==> config.mk <==
export PLATFORM = sky130hd
export DESIGN_NAME = spq_ctrl
export DESIGN_NICKNAME = d
export VERILOG_FILES = /design/src/hw/rtl/spq_pkg.sv /design/src/hw/rtl/spq_ctrl.sv
export SDC_FILE = /design/constraint.sdc
export NUM_CORES = 1
export LEC_CHECK = 0
export BUFFER_PORTS_ARGS = -buffer_cell sky130_fd_sc_hd__buf_2
export CAP_MARGIN = 10
export CORE_AREA = 2 2 39 41
export CTS_CLUSTER_DIAMETER = 50
export DETAILED_ROUTE_END_ITERATION = 16
export DIE_AREA = 0 0 41 43
export GPL_ROUTABILITY_DRIVEN = 0
export GPL_TIMING_DRIVEN = 0
export PLACE_DENSITY = 0.62
export SYNTH_ARGS = -nofsm -noshare
export SYNTH_HDL_FRONTEND = slang
export SYNTH_SLANG_ARGS = --single-unit
==> constraint.sdc <==
create_clock -name clk_i -period 1.31 [get_ports clk_i]
set_input_delay 0.393 -clock clk_i [delete_from_list [all_inputs] [get_ports clk_i]]
set_output_delay 0.393 -clock clk_i [all_outputs]
set_load 0.01 [all_outputs]
==> src/hw/rtl/spq_pkg.sv <==
// shared constants, types and codes for the scan priority queue
package spq_pkg;

  localparam int QUEUE_DEPTH      = 64;
  localparam int PRIORITY_ENTRIES = 256;
  localparam int ITEM_W           = 8;
  localparam int PRIO_W           = 32;
  localparam int REQ_W            = 3;
  localparam int STATUS_W         = 2;
  localparam int QCOUNT_W         = 7;
  localparam int QA_W             = $clog2(QUEUE_DEPTH);
  localparam int CNT_W            = $clog2(QUEUE_DEPTH + 1);
  localparam int PT_AW            = $clog2(PRIORITY_ENTRIES);
  localparam int KEY_W            = (ITEM_W > QA_W) ? ITEM_W : QA_W;

  typedef enum logic [REQ_W-1:0] {
    REQ_ADD        = 3'd0,
    REQ_PULL_HI    = 3'd1,
    REQ_PULL_LO    = 3'd2,
    REQ_WRITE_PRIO = 3'd3,
    REQ_SHRINK_HI  = 3'd4,
    REQ_SHRINK_LO  = 3'd5
  } req_e;

  typedef enum logic [STATUS_W-1:0] {
    STAT_DONE  = 2'd0,
    STAT_EMPTY = 2'd1,
    STAT_FULL  = 2'd2
  } stat_e;

  typedef enum logic [2:0] {
    S_IDLE,
    S_DECODE,
    S_SCAN,
    S_SHIFT,
    S_COPY,
    S_FIN
  } state_e;

  typedef struct packed {
    logic [REQ_W-1:0]         req_type;
    logic [ITEM_W-1:0]        item_value;
    logic signed [PRIO_W-1:0] priority_value;
  } in_t;

  typedef struct packed {
    logic [STATUS_W-1:0] status;
    logic [ITEM_W-1:0]   out_value;
    logic [QCOUNT_W-1:0] queue_count;
  } out_t;

  typedef struct packed {
    logic load;
    logic decode;
    logic scan_start;
    logic shift_start;
    logic commit;
    logic copy_start;
    logic res_load;
  } dp_cmd_t;

  typedef struct packed {
    logic is_pull;
    logic is_shrink;
    logic empty;
    logic keep_ge;
    logic scan_done;
    logic shift_done;
    logic copy_done;
    logic last_keep;
    logic out_busy;
  } dp_stat_t;

endpackage

==> src/hw/rtl/spq_ctrl.sv <==
// controller state machine sequencing decode, scan, gap close, copy and result
module spq_ctrl
  import spq_pkg::*;
(
  input  logic     clk_i,
  input  logic     rst_ni,
  input  logic     in_valid_i,
  output logic     in_stall_o,
  input  dp_stat_t stat_i,
  output dp_cmd_t  cmd_o
);

  state_e state_q, state_d;
  logic   need_scan;

  assign need_scan = (stat_i.is_pull && !stat_i.empty) ||
                     (stat_i.is_shrink && !stat_i.keep_ge);

  always_ff @(posedge clk_i or negedge rst_ni) begin
    if (!rst_ni) begin
      state_q <= S_IDLE;
    end else begin
      state_q <= state_d;
    end
  end

  always_comb begin
    state_d = state_q;
    unique case (state_q)
      S_IDLE: begin
        if (in_valid_i) state_d = S_DECODE;
      end
      S_DECODE: begin
        state_d = need_scan ? S_SCAN : S_FIN;
      end
      S_SCAN: begin
        if (stat_i.scan_done) state_d = S_SHIFT;
      end
      S_SHIFT: begin
        if (stat_i.shift_done) begin
          if (!stat_i.is_shrink) begin
            state_d = S_FIN;
          end else if (stat_i.last_keep) begin
            state_d = S_COPY;
          end else begin
            state_d = S_SCAN;
          end
        end
      end
      S_COPY: begin
        if (stat_i.copy_done) state_d = S_FIN;
      end
      S_FIN: begin
        if (!stat_i.out_busy) state_d = S_IDLE;
      end
      default: state_d = S_IDLE;
    endcase
  end

  always_comb begin
    cmd_o      = '0;
    in_stall_o = 1'b1;
    unique case (state_q)
      S_IDLE: begin
        in_stall_o = 1'b0;
        cmd_o.load = in_valid_i;
      end
      S_DECODE: begin
        cmd_o.decode     = 1'b1;
        cmd_o.scan_start = need_scan;
      end
      S_SCAN: begin
        cmd_o.shift_start = stat_i.scan_done;
      end
      S_SHIFT: begin
        if (stat_i.shift_done) begin
          cmd_o.commit     = 1'b1;
          cmd_o.copy_start = stat_i.is_shrink && stat_i.last_keep;
          cmd_o.scan_start = stat_i.is_shrink && !stat_i.last_keep;
        end
      end
      S_COPY: begin
      end
      S_FIN: begin
        cmd_o.res_load = !stat_i.out_busy;
      end
      default: begin
      end
    endcase
  end

endmodule

==> results of run 1 <==
## layout make-up
type	count	share of cell area [%]
Multi-Input combinational cell	39	44.3
Timing Repair Buffer	33	31.7
Sequential cell	3	10.4
Buffer	3	4.58
Clock buffer	4	3.57
Inverter	4	2.72
Tap cell	16	2.72
## how the worst max path moves through the flow
| stage | end | cells after the start | slack (ns) |
|---|---|---|---|
| 6_report | cmd_o[6] | 4 | -0.38 |
| 5_1_grt | cmd_o[6] | 4 | -0.44 |
| 4_1_cts | cmd_o[6] | 4 | -0.39 |
| 3_5_place_dp | cmd_o[6] | 4 | -0.21 |
| 3_3_place_gp | cmd_o[6] | 4 | -0.20 |
| 2_1_floorplan | cmd_o[6] | 3 | -0.11 |
## logic make-up (layout without fill, tap and decap cells)
| kind of cell | Yosys count | in the layout |
|---|---|---|
| and+or+nand+nor | 22 | 22 |
| AOI/OAI and AO/OA | 16 | 16 |
| DFF | 3 | 3 |
| buffers and inverters | 7 | 44 |
| muxes | 1 | 1 |
## worst max-delay path: stages (launching register included)
cell and delay (ns):
dfrtp_1 0.37, buf_6 0.13, or3_4 0.37, nor2_4 0.09, buf_6 0.10
## where the power goes
part           total [W]  switching (W)  leakage (nW)  internal [W]
clock           0.000167      0.0000530        0.0150      0.000114
combinational    0.00129       0.000589         0.306      0.000700
sequential      0.000200      0.0000542        0.0350      0.000145
## layout by cell type (no fill, tap or decap), drive strengths merged
cell	count
inv	4
o21ai	4
o311a	1
a21o	1
dfrtp	3
a21oi	3
nor3	3
nor2b	1
or3	1
o211ai	2
clkbuf	4
dlygate4sd3	1
nor2	4
nand2b	4
and3b	1
and4b	1
a22oi	1
buf	35
nor4b	1
mux2i	1
nand2	4
and3	2
a31oi	4
## stage by stage
step | std cells | util (%) | setup WS [ns] | power, W | hold WS, ns
final | 102 | 53.3 | -0.380 | 0.00166 | 0.475
after global placement | 84 | 36.6 | -0.202 | 0.000949 | 0.189
after CTS | 100 | 49.2 | -0.388 | 0.00150 | 0.470
after floorplan | 49 | - | -0.109 | 0.000777 | 0.0974
after detailed placement | 84 | 36.6 | -0.206 | 0.000957 | 0.191
after global routing | 102 | 53.3 | -0.443 | 0.00178 | 0.480
## per-layer routing
layer  up-vias  global-route usage [%]
li1        253                       -
met1       238                    20.1
met2        16                    24.1
met3         3                    6.28
met4         0                    10.0
met5         -                       0
## repair_timing
action,4_1_cts,5_1_grt
setup buffers,11,3
resized for setup,16,10
endpoints found under the hold margin,3,0
setup endpoints to repair,8,10
hold buffers,1,0
pin swaps,7,8
==> reports/metrics.csv, run 1 <==
metric,value,unit
"EDFF count, synth",0,
DRT Pass-1 Iters,2,
final instance area,737,µm²
final hold violations,0,
Max Root-Sink Buffers,2,
Synth-to-Final Area Change,107,%
RSZ-0062 raised after global routing,yes,
CP arrival,1.30,ns
"top cells by area, synth","dfrtp_1, nand2b_1, a31oi_1",
crit path launch type,flop,
final-stage net count,99,
Post-Synthesis Cells,49,
worst reg2reg startpoint,state_q[0],
worst slew pin tran,0.216,ns
Synth Area in Compound Gates,29.9,%
critical path endpoint category,output port,
total die area,0.00176,mm²
CTS buffer count,3,
clk slew on worst S/H paths,0.04,ns
WL/cell,11.6,µm
Metal-1 WL,511,µm
proportion of synthesized area in mux cells,2.82,%
Setup Skew,0.00113,ns
Antenna diodes,0,
Final Max Slew Viols,0,
layout cell share with drive strength beyond 1,64.0,%
Top reg by flops,state_q,
setup ws final,-0.380,ns
Chip Width,41,µm
post-synth top area cell,dfrtp_1,
period utilization,129,%
biggest regs,state_q: 3 flops,
I/O pins,20,
Period minus WS final,1.69,ns
Synth Cell Area,355,µm²
library cells used by synthesis,26,
Root Driver,clkbuf_4,
Final ANT Viol Nets,0,
dominant combinational cell family by area after synthesis,simple AND/OR/NAND/NOR gates,
Peak VDD IR,746,µV
Fill cells,138,
Adder-Cell Fraction of Synth Area,0,%
TNS Setup,-2.54,ns
Clock Latency Late Sink,0.24,ns
wire length on met3,64,µm
Reg2Reg Capture Point,state_q[0],
syn_area_per_cell,7.25,µm²
Pwr Density,2250,mW/mm²
CP Max Fanout,4,
first-pass GRT wire length,1910,µm
antenna violations before repair,0,
"Seq/Total Area, Yosys",21.1,%
Synth top area share,21.1,%
met2 WL,582,µm
CTS tree,yes,
Multi-input gate area,327,µm²
Synth top cells by count,"nand2_1, nand2b_1, nor2_1",
Vias/cell,5.00,
core area,0.00138,mm²
status,finished with violations,
Sequential Area,76.3,µm²
Max Used Layer,met4,
GRT overflow,0,
vias in the first global route,468,
number of flip-flops under the largest register name,3,
starting density of the core,25.7,%
Hold Path Class,in -> async,
GRT Util Overall,16.7,%
failing checks,negative setup slack,
largest net degree at the start of global routing,8,
Max-cap violations,0,
synthesized flop and latch total,3,
H-Tree Depth,1,
number of setup violations in the final report,8,
Post-Synth Simple-Gate Area,35.9,%
Final HPWL DP,726,µm
Die Height,43,µm
fmax,592,MHz
DRC Markers,0,
"Data required, critical path",0.92,ns
PortBufs,19,
TritonCTS Sinks,3,
post-synthesis xor/xnor area fraction,0,%
reg2reg setup slack,0.06,ns
WS Path Type,reg -> out,
Leak,0.356,nW
Slew headroom,85.6,%
"Primary FF master, synth",dfrtp_1,
Synth Net Count,61,
Initial DRC Count,4,
row count,14,
reg2reg path depth,5,
routed via count,510,
CP Launch Point,state_q[2],
Placed Area,507,µm²
asr flop ratio synth,100,%
total routed wirelength,1180,µm
YS warnings,0,
Note: power is estimated with default switching activity, not from simulation.
==> run 2, diff against run 1 <==
--- a/config.mk
+++ b/config.mk
@@ -13,7 +13,8 @@
 export DIE_AREA = 0 0 41 43
 export GPL_ROUTABILITY_DRIVEN = 0
 export GPL_TIMING_DRIVEN = 0
-export PLACE_DENSITY = 0.62
+export PLACE_DENSITY_LB_ADDON = 0.05
+export REMOVE_ABC_BUFFERS = 1
 export SYNTH_ARGS = -nofsm -noshare
 export SYNTH_HDL_FRONTEND = slang
 export SYNTH_SLANG_ARGS = --single-unit
==> run 2 against run 1 <==
  * The run still ends with negative setup slack left
  * Non-clock buffer count down 5
  * Combinational power down 20%
  * Setup slack better by 0.033 ns
  * Sequential share of layout area up 2.0 points
  * Die area unchanged
  * Via count down 7.1%
  * Cell count down 4.9%
  * Global-route usage about the same
  * Sequential power up 15%
==> reports/metrics.csv, run 2 (synthesis gave the netlist of run 1 again) <==
metric,value,unit,change
"Data required, critical path",0.92,ns,about the same
WL/cell,12.1,µm,+4.9%
fmax,603,MHz,+2.0%
period utilization,127,%,-2.5 points
final-stage net count,94,,-5.1%
CTS tree,yes,,
Slew headroom,85.9,%,+0.28 points
WHS,0.482,ns,+0.00640 ns
worst reg2reg startpoint,state_q[1],,
Top reg by flops,state_q,,
vias in the first global route,486,,+3.8%
TritonCTS Sinks,3,,unchanged
Power Internal,0.000827,W,-14%
Hold Path Class,in -> async,,
status,finished with violations,,
Max-cap violations,0,,unchanged
crit path launch type,flop,,
layout cell share with drive strength beyond 1,55.6,%,-8.4 points
number of flip-flops under the largest register name,3,,unchanged
Reg2Reg Capture Point,state_q[0],,
worst slew pin tran,0.212,ns,-0.00419 ns
clock network fraction of total power,11.5,%,+1.4 points
Max Root-Sink Buffers,2,,unchanged
Switching Fraction,41.7,%,-0.33 points
total routed wirelength,1180,µm,-0.25%
Chip Width,41,µm,unchanged
Vias/cell,4.89,,-2.3%
setup ws final,-0.347,ns,+0.0328 ns
CP arrival,1.26,ns,-0.04 ns
Comb power frac,72.3,%,-5.5 points
failing checks,negative setup slack,,
largest net degree at the start of global routing,8,,unchanged
Leak,0.315,nW,-12%
sequential power share,16.2,%,+4.1 points
total die area,0.00176,mm²,unchanged
CP Max Fanout,5,,+1
critical path endpoint category,output port,,
Pwr Density,2230,mW/mm²,-0.70%
Initial DRC Count,7,,+3
Peak VDD IR,601,µV,-19%
WS Path Type,reg -> out,,
DRT Pass-1 Iters,4,,+2
NetSw,0.000592,W,-15%
Period minus WS final,1.66,ns,-0.0328 ns
"commonest non-fill, non-tap cell in the layout",buf_2,,
GRT Util Overall,16.7,%,-0.017 points
Antenna diodes,0,,unchanged
Setup Skew,0.00495,ns,+0.00382 ns
Final Max Slew Viols,0,,unchanged
most frequent cells in the layout,"buf_2, buf_4",,
Clock Latency Late Sink,0.23,ns,about the same
reg2reg setup slack,-0.06,ns,-0.12 ns
Root Driver,clkbuf_4,,
first-pass GRT wire length,1990,µm,+4.0%
clk slew on worst S/H paths,0.04,ns,about the same
PortBufs,19,,unchanged
final hold violations,0,,unchanged
number of setup violations in the final report,10,,+2
Final HPWL DP,665,µm,-8.5%
Placed Area,449,µm²,-11%
reg2reg path depth,6,,+1
antenna violations before repair,0,,unchanged
post-place setup slack,-0.358,ns,-0.152 ns
Final ANT Viol Nets,0,,unchanged
DRC Markers,0,,unchanged
H-Tree Depth,1,,unchanged
core area,0.00138,mm²,unchanged
RSZ-0062 raised after global routing,yes,,
routed via count,474,,-7.1%
I/O pins,20,,unchanged
row count,14,,unchanged
biggest regs,state_q: 3 flops,,
starting density of the core,25.7,%,unchanged
CTS buffer count,3,,unchanged
GRT overflow,0,,unchanged
final instance area,636,µm²,-14%
Synth-to-Final Area Change,78.9,%,
Die Height,43,µm,unchanged
run 2: cell count changes in the layout (fill, tap and decap cells not counted), sizes merged:
| cell | previous run | this run |
|---|---|---|
| buf | 35 | 30 |
run 2: through the flow:
step	total power [W]	std cells	util [%]	setup TNS, ns
6_report	0.00142	97	45.9	-2.37
5_1_grt	0.00156	97	45.9	-2.99
4_1_cts	0.00133	96	43.5	-2.29
3_5_place_dp	0.000808	81	32.5	-1.72
3_3_place_gp	0.000824	81	32.5	-2.01
2_1_floorplan	0.000634	46	-	-0.598
run 2: area by class of cell:
class	count	area, µm²
fill	142	748
multi-input combinational	39	290
tap	16	20.0
clock buffer	4	26.3
inverter	4	15.0
timing repair buffer	31	205
sequential	3	78.8
run 2: worst max-delay path by stage:
stage,startpoint,end,slack [ns],cells past startpoint
2_1_floorplan,state_q[1],cmd_o[1],-0.25,3
3_3_place_gp,state_q[1],cmd_o[1],-0.40,4
3_5_place_dp,state_q[1],cmd_o[1],-0.36,4
4_1_cts,state_q[1],cmd_o[6],-0.36,3
5_1_grt,state_q[1],cmd_o[6],-0.40,3
6_report,state_q[1],cmd_o[6],-0.35,3
run 2: timing repair:
item	CTS	global route
setup endpoints to repair	10	10
pin swaps	7	3
resized for setup	11	5
setup buffers	11	2
gates cloned	0	0
hold buffers	1	0
hold endpoints to repair	3	0
run 2: routing by layer:
layer / up-vias / share of wire, % / GRT usage [%]
li1: 243 / - / -
met2: 9 / 55 / 29.1
met4: 0 / 0 / 8.00
met5: - / 0 / 0
met3: 0 / 3.0 / 1.57
met1: 222 / 42 / 18.8
run 2: power by group through the flow:
stage / clock network [W] / registers, W / logic (W)
2_1_floorplan: 0 / 0.000256 / 0.000378
4_1_cts: 0.000169 / 0.000225 / 0.000934
5_1_grt: 0.000181 / 0.000240 / 0.00113
3_3_place_gp: 0 / 0.000311 / 0.000513
6_report: 0.000163 / 0.000230 / 0.00103
3_5_place_dp: 0 / 0.000303 / 0.000505
run 2: critical path, cell delays in order, from the launching register on:
cell and delay (ns):
dfrtp_2 0.43, or3_4 0.37, nor2_1 0.10, buf_2 0.13
